File: src/sv/nwl_pkg.sv
// ----------------------------------------------------------------------------
// nwl_pkg
// Shared types, codes and helpers for the tree text token lexer.
// ----------------------------------------------------------------------------
package nwl_pkg;

  localparam int TOKEN_LIMIT_MAX = 1022;
  localparam int LEN_W           = 10;
  localparam int QDEPTH          = 4;
  localparam int QPTR_W          = $clog2(QDEPTH);
  localparam int QLVL_W          = QPTR_W + 1;

  localparam logic [LEN_W-1:0] MAX_LEN_RESET = LEN_W'(1022);

  localparam logic [2:0] KIND_LPAREN = 3'd0;
  localparam logic [2:0] KIND_RPAREN = 3'd1;
  localparam logic [2:0] KIND_COLON  = 3'd2;
  localparam logic [2:0] KIND_SEMI   = 3'd3;
  localparam logic [2:0] KIND_COMMA  = 3'd4;
  localparam logic [2:0] KIND_STRING = 3'd5;

  localparam logic [1:0] ERR_NONE    = 2'd0;
  localparam logic [1:0] ERR_LONG    = 2'd1;
  localparam logic [1:0] ERR_UNTERM  = 2'd2;

  localparam logic [7:0] CH_SQUOTE   = 8'h27;
  localparam logic [7:0] CH_DQUOTE   = 8'h22;
  localparam logic [7:0] CH_LBRACKET = 8'h5B;
  localparam logic [7:0] CH_RBRACKET = 8'h5D;
  localparam logic [7:0] CH_LPAREN   = 8'h28;
  localparam logic [7:0] CH_RPAREN   = 8'h29;
  localparam logic [7:0] CH_COLON    = 8'h3A;
  localparam logic [7:0] CH_SEMI     = 8'h3B;
  localparam logic [7:0] CH_COMMA    = 8'h2C;
  localparam logic [7:0] CH_SPACE    = 8'h20;
  localparam logic [7:0] CH_TAB      = 8'h09;
  localparam logic [7:0] CH_CR       = 8'h0D;

  typedef enum logic [2:0] {
    MODE_BETWEEN,
    MODE_UNQ,
    MODE_SQ,
    MODE_DQ,
    MODE_COMMENT,
    MODE_DRAIN_UNQ,
    MODE_DRAIN_SQ,
    MODE_DRAIN_DQ
  } mode_t;

  typedef struct packed {
    logic [7:0] char_byte;
    logic       end_of_input;
  } in_item_t;

  typedef struct packed {
    logic [2:0] token_kind;
    logic [7:0] token_char;
    logic       char_valid;
    logic       token_end;
    logic [1:0] error_code;
  } out_item_t;

  // Results of one request: up to two items.
  typedef struct packed {
    logic [1:0] n;
    out_item_t  r0;
    out_item_t  r1;
  } nwl_step_t;

  typedef struct packed {
    logic [QLVL_W-1:0] level;
    logic              room2;
  } nwl_q_stat_t;

  function automatic logic [2:0] delim_kind(input logic [7:0] c);
    logic [2:0] k;
    case (c)
      CH_LPAREN: k = KIND_LPAREN;
      CH_RPAREN: k = KIND_RPAREN;
      CH_COLON:  k = KIND_COLON;
      CH_SEMI:   k = KIND_SEMI;
      CH_COMMA:  k = KIND_COMMA;
      default:   k = KIND_STRING;
    endcase
    return k;
  endfunction

  function automatic logic is_white(input logic [7:0] c);
    return (c == CH_SPACE) || ((c >= CH_TAB) && (c <= CH_CR));
  endfunction

  function automatic out_item_t mk_item(input logic [2:0] kind, input logic [7:0] ch,
                                        input logic vld, input logic last,
                                        input logic [1:0] err);
    out_item_t it;
    it.token_kind = kind;
    it.token_char = ch;
    it.char_valid = vld;
    it.token_end  = last;
    it.error_code = err;
    return it;
  endfunction

endpackage

File: src/sv/newick_token_lexer.sv
// ----------------------------------------------------------------------------
// newick_token_lexer
// Streaming tokenizer for tree text: one byte per request, token results out.
// ----------------------------------------------------------------------------
//  channel | ports                          | direction
//  in      | in_valid, in_ready, in_data    | text bytes / end-of-input in
//  out     | out_valid, out_ready, out_data | token results out
//  cfg     | cfg_wr_en, cfg_wr_data         | max token length write
//
//  One request per cycle while in_ready is high; its results land in the
//  result queue the next cycle. Results leave one per cycle while
//  out_ready is high; a delimiter ending an unquoted string gives two results.
//  in_ready depends only on queue level (room for two). Sync reset; no clearing.
// ----------------------------------------------------------------------------
module newick_token_lexer import nwl_pkg::*; (
  input  logic             clk,
  input  logic             rst_n,
  input  logic             in_valid,
  output logic             in_ready,
  input  in_item_t         in_data,
  output logic             out_valid,
  input  logic             out_ready,
  output out_item_t        out_data,
  input  logic             cfg_wr_en,
  input  logic [LEN_W-1:0] cfg_wr_data
);

  logic [LEN_W-1:0] max_len_r;
  logic [LEN_W-1:0] limit;
  logic             fire;
  nwl_step_t        step;
  nwl_q_stat_t      q_stat;

  always_ff @(posedge clk) begin
    if (!rst_n) begin
      max_len_r <= MAX_LEN_RESET;
    end else if (cfg_wr_en) begin
      max_len_r <= cfg_wr_data;
    end
  end

  assign limit    = (32'(max_len_r) > TOKEN_LIMIT_MAX) ? LEN_W'(TOKEN_LIMIT_MAX) : max_len_r;
  assign in_ready = q_stat.room2;
  assign fire     = in_valid && in_ready;

  nwl_lex_core u_core (
    .clk   (clk),
    .rst_n (rst_n),
    .fire  (fire),
    .item  (in_data),
    .limit (limit),
    .step  (step)
  );

  nwl_out_queue u_queue (
    .clk        (clk),
    .rst_n      (rst_n),
    .push_n     (fire ? step.n : 2'd0),
    .push_r0    (step.r0),
    .push_r1    (step.r1),
    .pop        (out_ready),
    .head_valid (out_valid),
    .head       (out_data),
    .stat       (q_stat)
  );

`ifndef SYNTHESIS
  a_q_bound: assert property (@(posedge clk) disable iff (!rst_n)
    q_stat.level <= QLVL_W'(QDEPTH))
    else $error("result queue overflow");

  a_err_last: assert property (@(posedge clk) disable iff (!rst_n)
    out_valid && (out_data.error_code != ERR_NONE) |->
      out_data.token_end && !out_data.char_valid && (out_data.token_char == 8'h00))
    else $error("error result malformed");

  a_nochar_zero: assert property (@(posedge clk) disable iff (!rst_n)
    out_valid && !out_data.char_valid |-> (out_data.token_char == 8'h00))
    else $error("token_char set without char_valid");

  a_push_room: assert property (@(posedge clk) disable iff (!rst_n)
    fire && (step.n != 2'd0) |=> q_stat.level != '0)
    else $error("queue empty after request");
`endif

endmodule

File: src/sv/nwl_lex_core.sv
// ----------------------------------------------------------------------------
// nwl_lex_core
// Lexer state and combinational step logic: one request in, up to two results.
// ----------------------------------------------------------------------------
module nwl_lex_core import nwl_pkg::*; (
  input  logic             clk,
  input  logic             rst_n,
  input  logic             fire,
  input  in_item_t         item,
  input  logic [LEN_W-1:0] limit,
  output nwl_step_t        step
);

  mode_t            mode_r, mode_nxt;
  logic [LEN_W-1:0] chars_r, chars_nxt;

  logic [7:0] c;
  logic [2:0] dk;
  logic       dlm, ws, over_cur, over_new;
  out_item_t  close_it, unterm_it, dlm_it, sb_cur, sb_new;
  mode_t      drain_q;

  always_ff @(posedge clk) begin
    if (!rst_n) begin
      mode_r  <= MODE_BETWEEN;
      chars_r <= '0;
    end else if (fire) begin
      mode_r  <= mode_nxt;
      chars_r <= chars_nxt;
    end
  end

  always_comb begin
    c         = item.char_byte;
    dk        = delim_kind(c);
    dlm       = (dk != KIND_STRING);
    ws        = is_white(c);
    over_cur  = (chars_r >= limit);
    over_new  = (limit == '0);
    close_it  = mk_item(KIND_STRING, 8'h00, 1'b0, 1'b1, ERR_NONE);
    unterm_it = mk_item(KIND_STRING, 8'h00, 1'b0, 1'b1, ERR_UNTERM);
    dlm_it    = mk_item(dk, c, 1'b1, 1'b1, ERR_NONE);
    sb_cur    = over_cur ? mk_item(KIND_STRING, 8'h00, 1'b0, 1'b1, ERR_LONG)
                         : mk_item(KIND_STRING, c, 1'b1, 1'b0, ERR_NONE);
    sb_new    = over_new ? mk_item(KIND_STRING, 8'h00, 1'b0, 1'b1, ERR_LONG)
                         : mk_item(KIND_STRING, c, 1'b1, 1'b0, ERR_NONE);
    drain_q   = (mode_r == MODE_SQ) ? MODE_DRAIN_SQ : MODE_DRAIN_DQ;

    step.n    = 2'd0;
    step.r0   = close_it;
    step.r1   = dlm_it;
    mode_nxt  = mode_r;
    chars_nxt = chars_r;

    if (item.end_of_input) begin
      case (mode_r)
        MODE_UNQ: begin
          step.n = 2'd1;
        end
        MODE_SQ, MODE_DQ, MODE_COMMENT, MODE_DRAIN_SQ, MODE_DRAIN_DQ: begin
          step.n  = 2'd1;
          step.r0 = unterm_it;
        end
        default: ;
      endcase
      mode_nxt  = MODE_BETWEEN;
      chars_nxt = '0;
    end else begin
      case (mode_r)
        MODE_BETWEEN: begin
          if (ws) begin
            // skip
          end else if (dlm) begin
            step.n  = 2'd1;
            step.r0 = dlm_it;
          end else if (c == CH_SQUOTE) begin
            mode_nxt  = MODE_SQ;
            chars_nxt = '0;
          end else if (c == CH_DQUOTE) begin
            mode_nxt  = MODE_DQ;
            chars_nxt = '0;
          end else if (c == CH_LBRACKET) begin
            mode_nxt = MODE_COMMENT;
          end else begin
            step.n  = 2'd1;
            step.r0 = sb_new;
            if (over_new) begin
              mode_nxt  = MODE_DRAIN_UNQ;
              chars_nxt = '0;
            end else begin
              mode_nxt  = MODE_UNQ;
              chars_nxt = LEN_W'(1);
            end
          end
        end
        MODE_UNQ: begin
          if (dlm || ws) begin
            step.n    = dlm ? 2'd2 : 2'd1;
            mode_nxt  = MODE_BETWEEN;
            chars_nxt = '0;
          end else begin
            step.n  = 2'd1;
            step.r0 = sb_cur;
            if (over_cur) begin
              mode_nxt  = MODE_DRAIN_UNQ;
              chars_nxt = '0;
            end else begin
              chars_nxt = chars_r + LEN_W'(1);
            end
          end
        end
        MODE_SQ, MODE_DQ: begin
          if (c == ((mode_r == MODE_SQ) ? CH_SQUOTE : CH_DQUOTE)) begin
            step.n    = 2'd1;
            mode_nxt  = MODE_BETWEEN;
            chars_nxt = '0;
          end else begin
            step.n  = 2'd1;
            step.r0 = sb_cur;
            if (over_cur) begin
              mode_nxt  = drain_q;
              chars_nxt = '0;
            end else begin
              chars_nxt = chars_r + LEN_W'(1);
            end
          end
        end
        MODE_COMMENT: begin
          if (c == CH_RBRACKET) mode_nxt = MODE_BETWEEN;
        end
        MODE_DRAIN_UNQ: begin
          if (dlm) begin
            step.n   = 2'd1;
            step.r0  = dlm_it;
            mode_nxt = MODE_BETWEEN;
          end else if (ws) begin
            mode_nxt = MODE_BETWEEN;
          end
        end
        MODE_DRAIN_SQ: begin
          if (c == CH_SQUOTE) mode_nxt = MODE_BETWEEN;
        end
        MODE_DRAIN_DQ: begin
          if (c == CH_DQUOTE) mode_nxt = MODE_BETWEEN;
        end
        default: begin
          mode_nxt = MODE_BETWEEN;
        end
      endcase
    end
  end

endmodule

File: src/sv/nwl_out_queue.sv
// ----------------------------------------------------------------------------
// nwl_out_queue
// Small result queue: takes up to two results a cycle, hands out one while pop is high.
// ----------------------------------------------------------------------------
module nwl_out_queue import nwl_pkg::*; (
  input  logic        clk,
  input  logic        rst_n,
  input  logic [1:0]  push_n,
  input  out_item_t   push_r0,
  input  out_item_t   push_r1,
  input  logic        pop,
  output logic        head_valid,
  output out_item_t   head,
  output nwl_q_stat_t stat
);

  out_item_t         mem_r [QDEPTH];
  logic [QPTR_W-1:0] wr_ptr_r, rd_ptr_r;
  logic [QLVL_W-1:0] level_r;
  logic [QPTR_W-1:0] wr_ptr1;
  logic              do_pop;

  assign wr_ptr1    = wr_ptr_r + QPTR_W'(1);
  assign head_valid = (level_r != '0);
  assign head       = mem_r[rd_ptr_r];
  assign do_pop     = pop && head_valid;
  assign stat.level = level_r;
  assign stat.room2 = (level_r <= QLVL_W'(QDEPTH - 2));

  always_ff @(posedge clk) begin
    if (push_n != 2'd0) mem_r[wr_ptr_r] <= push_r0;
    if (push_n == 2'd2) mem_r[wr_ptr1]  <= push_r1;
  end

  always_ff @(posedge clk) begin
    if (!rst_n) begin
      wr_ptr_r <= '0;
      rd_ptr_r <= '0;
      level_r  <= '0;
    end else begin
      wr_ptr_r <= wr_ptr_r + QPTR_W'(push_n);
      if (do_pop) rd_ptr_r <= rd_ptr_r + QPTR_W'(1);
      level_r  <= level_r + QLVL_W'(push_n) - QLVL_W'(do_pop);
    end
  end

endmodule
File: config.mk
export PLATFORM = sky130hd
export DESIGN_NAME = newick_token_lexer
export DESIGN_NICKNAME = d
export VERILOG_FILES = /design/src/sv/nwl_pkg.sv /design/src/sv/newick_token_lexer.sv /design/src/sv/nwl_lex_core.sv /design/src/sv/nwl_out_queue.sv
export SDC_FILE = /design/constraint.sdc
export NUM_CORES = 1
export LEC_CHECK = 0
export ABC_AREA = 1
export ABC_CLOCK_PERIOD_IN_PS = 4600
export BUFFER_PORTS_ARGS = -buffer_cell sky130_fd_sc_hd__buf_2
export CAP_MARGIN = 5
export CORE_UTILIZATION = 30
export DETAILED_ROUTE_END_ITERATION = 10
export SETUP_SLACK_MARGIN = 0.15
export SLEW_MARGIN = 20
export SYNTH_ARGS = -nofsm -noshare
export SYNTH_HDL_FRONTEND = slang
export SYNTH_HIERARCHICAL = 1
export SYNTH_SLANG_ARGS = --single-unit
export TNS_END_PERCENT = 20
File: constraint.sdc
create_clock -name clk -period 4.6 [get_ports clk]
set_input_delay 0.46 -clock clk [delete_from_list [all_inputs] [get_ports clk]]
set_output_delay 0.46 -clock clk [all_outputs]
set_load 0.03 [all_outputs]
==> out/qor_table.md <==
| Group | Item | Value |
|---|---|---|
| outcome | Result of the run | finished, final reports clean |
| logic synthesis | Synth Cell Area | 5830 µm² |
| clocking | Post-CTS Resized | 0 |
| floorplan | Die extent in x | 141 µm |
| routing | Number of nets with antenna violations after detailed routing | 0 |
| run | Max capacitance violation total | 0 |
| critical path | Data required time of the critical path | 4.69 ns |
| routing | Final Routed Wirelength | 13300 µm |
| logic synthesis | Number of register bits inferred by synthesis | 92 |
| critical path | Top delay family on crit path | simple AND/OR/NAND/NOR gates |
| logic synthesis | Synth top area share | 0.309 |
| sta | Crit path time final | 3.08 ns |
| logic synthesis | Gate Count Post-Synth | 758 |
| routing | Wire per inst | 12.9 µm |
| critical path | Largest fanout on the critical path | 31 |
| finish | Seq. cell area | 2440 µm² |
| critical path | Cells along the critical path | nor2_1 > inv_1 > nor2_2 > nor4_1 > nand3b_1 > inv_1 > nor2_1 > nor2_8 > nand3_2 > o31ai_2 > buf_4 |
| critical path | Category of the critical setup timing path | reg2reg |
| sta | Accumulated negative setup slack | 0 ns |
| global route | Antenna violations before repair | 0 |
| clocking | Cell chosen for the clock root | clkbuf_16 |
| sta | Tcrit/Tclk final | 0.669 |
| clocking | Post CTS Setup Buffer Count | 0 |
| critical path | Worst Setup End Kind | flip-flop |
| pwr | Areal power density over the cells | 470 nW/µm² |
| finish | Share of post-route cells with drive strength above 1 | 0.169 |
| clocking | CTS H-tree lvls | 3 |
| logic synthesis | Warning count from the yosys run | 6 |
| finish | Number of nets in the layout | 808 |
| floorplan | Core Rows | 50 |
| routing | DR pass1 iterations | 5 |
| clocking | Buffers from clock root to sink, at most | 2 |
| sta | Final setup violating endpoints | 0 |
| logic synthesis | Proportion of synthesized chip area in sequential cells | 0.419 |
| sta | Unrepaired setup endpoints after global routing | no |
| clocking | CTS Hold Buffers Added | 0 |
| global route | Maximum number of pins on one net before global-route repair | 32 |
| pwr | Pleak | 2.80 nW |
| floorplan | Effective utilization at floorplan | 0.309 |
| placed design | Cell Area, Placed | 6100 µm² |
| placed design | Port Buffer Count | 40 |
| logic synthesis | Average footprint of a synthesized cell | 7.69 µm² |
| finish | Cell area after layout | 6410 µm² |
| global route | Global-route total usage across every layer | 0.142 |
| finish | Area used by multi-input combinational logic | 2760 µm² |
| finish | Filler Cell Count | 2029 |
| global route | Number of global-route vias before repair | 4422 |
| routing | DRC errors left | 0 |
| clocking | Clock buffer count from CTS | 9 |
| sta | Final worst setup slack | 1.52 ns |
| placed design | Last weighted congestion value of the routability-driven placer | 0.944 |
| floorplan | Chip height | 141 µm |
| worst hold path | Worst min path class | in2reg |
| logic synthesis | Most repeated cell in the gate-level netlist after synthesis | nand2_1 |
| logic synthesis | Post-synth top cells | nand2_1, nor2_1, inv_1 |
| routing | Total vias in the final route | 4791 |
| floorplan | Top-level I/O count | 41 |
| logic synthesis | Number of different library cells in the post-synthesis netlist | 41 |
| sta | Post-Route Skew | 0.00815 ns |
| sta | Total count of max-transition violations in the final report | 0 |
| critical path | Arr. time, crit path | 3.17 ns |
| routing | Detailed router's first-iteration violation count | 307 |
| placed design | Half-perimeter wire length of the detailed placement result | 9860 µm |
| sta | Post-Route Hold Slack | 0.319 ns |
| sta | Max-slew headroom at the worst pin | 0.415 |
| sta | Measured slew at the worst slew-check pin | 0.876 ns |
| critical path | Crit path buf inv count | 3 |
| critical path | Critical Path Max Stage Delay | 0.49 ns |
| critical path | Standard cell with the maximum stage delay on the critical path | nor4_1 |
| clocking | Skew-Pair Late Insertion Delay | 0.35 ns |
| global route | Grt ovf | 0 |
| finish | Non-Filler Instances | 1033 |
| finish | Area Overhead vs Synth | 10.0% |
| floorplan | DIE AREA | 20000 µm² |
| placed design | Count of placed standard cells including taps | 1017 |
| clocking | Worst-path clk slew | 0.07 ns |
| logic synthesis | Dominant register cell in the synthesized netlist | edfxtp_1 |
| placed design | Worst Setup Slack post-DPL | 1.23 ns |
| clocking | CTS tree | built |
| logic synthesis | Cell type with the highest aggregate area in the netlist | edfxtp_1 |
| logic synthesis | Async set or reset register ratio after synthesis | 0 |
| finish | Antenna Diode Count | 0 |
| routing | Average vias per placed instance | 4.64 |
| logic synthesis | Most area-consuming cells after synthesis | edfxtp_1, nand2_1, dfxtp_1 |
| critical path | Setup crit start kind | flip-flop |
| sta | Maximum frequency from static timing analysis | 325 MHz |
| global route | Global-route wire length before repair | 22500 µm |
| sta | Final Hold Viols | 0 |
| pwr | Worst-case vdd ir drop | 197 µV |
| floorplan | Core Footprint | 18900 µm² |
| logic synthesis | EDFF count, synth | 60 |
| clocking | Clock sink total | 92 |
## power breakdown
part	leakage (nW)	switching [mW]	internal, mW
clock network	0.151	0.340	0.435
registers	0.817	0.0725	1.02
logic	1.84	0.798	0.348
## layout make-up
class                      instances  area share
tap                              260      0.0507
sequential                        92       0.381
clock inverter                     7      0.0135
clock buffer                       9      0.0351
inverter                          89      0.0525
multi-input combinational        531       0.430
timing repair buffer              45      0.0371
## cells by family (layout without fill, tap and decap cells)
kind of cell | Yosys count | in the layout | share of synthesized area
compound gates | 141 | 141 | 0.136
simple gates | 363 | 363 | 0.285
xor+xnor | 7 | 7 | 0.0105
other cells | 2 | 4 | 0.00129
flops | 92 | 92 | 0.419
fa+ha+maj | 16 | 16 | 0.0356
buf+inv | 137 | 150 | 0.112
## layer usage
layer  routed length (µm)  track usage  vias to the layer above
met2                 6050        0.232                      116
li1                     -            -                     2484
met5                    0            0                        -
met4                  167       0.0390                        0
met3                  604       0.0287                       15
met1                 6460        0.189                     2176
## tightest hold or removal path, stage by stage
cell and delay (ns):
buf_2 0.07, nand2_1 0.04, nand3_1 0.06
## cell usage in the layout, fill, tap and decap left out, types with 6 or more instances in the layout
cell / n
nand2_1: 173
nor2_1: 91
inv_1: 78
edfxtp_1: 60
o21ai_1: 47
o21ai_0: 42
nand3_1: 40
buf_2: 40
dfxtp_1: 32
a21oi_1: 16
ha_1: 15
o22ai_1: 15
o21ai_2: 12
inv_2: 10
nand2_2: 10
nor2_2: 9
clkbuf_16: 9
nor2_4: 7
nor3_1: 7
nand3_2: 6
## stage by stage
stage	util	total power, mW
after global routing	0.339	3.22
after floorplan	-	1.97
final	0.339	3.01
after detailed placement	0.323	2.26
after CTS	0.339	3.04
after global placement	0.323	2.25
## state kept, by name, indices dropped and copies added (netlist names), named ones only
name	count
u_core/mode_r	3
u_core/chars_r	10
u_queue/wr_ptr_r	2
u_queue/level_r	3
max_len_r	10
u_queue/mem_r	60
u_queue/rd_ptr_r	2
## final timing paths
kind / start / to / slack (ns) / cells past startpoint
setup / recovery: u_core/mode_r[1]$_SDFFE_PN0P_ / u_queue/mem_r[1][8]$_DFFE_PP_ / 1.52 / 11
hold / removal: cfg_wr_data[5] / max_len_r[5]$_SDFFE_PN1P_ / 0.32 / 3
setup reg to reg: u_core/mode_r[1]$_SDFFE_PN0P_ / u_queue/mem_r[1][8]$_DFFE_PP_ / 1.52 / 11
hold reg to reg: max_len_r[4]$_SDFFE_PN1P_ / max_len_r[4]$_SDFFE_PN1P_ / 0.49 / 2
Power figures use the tool's default switching activity.
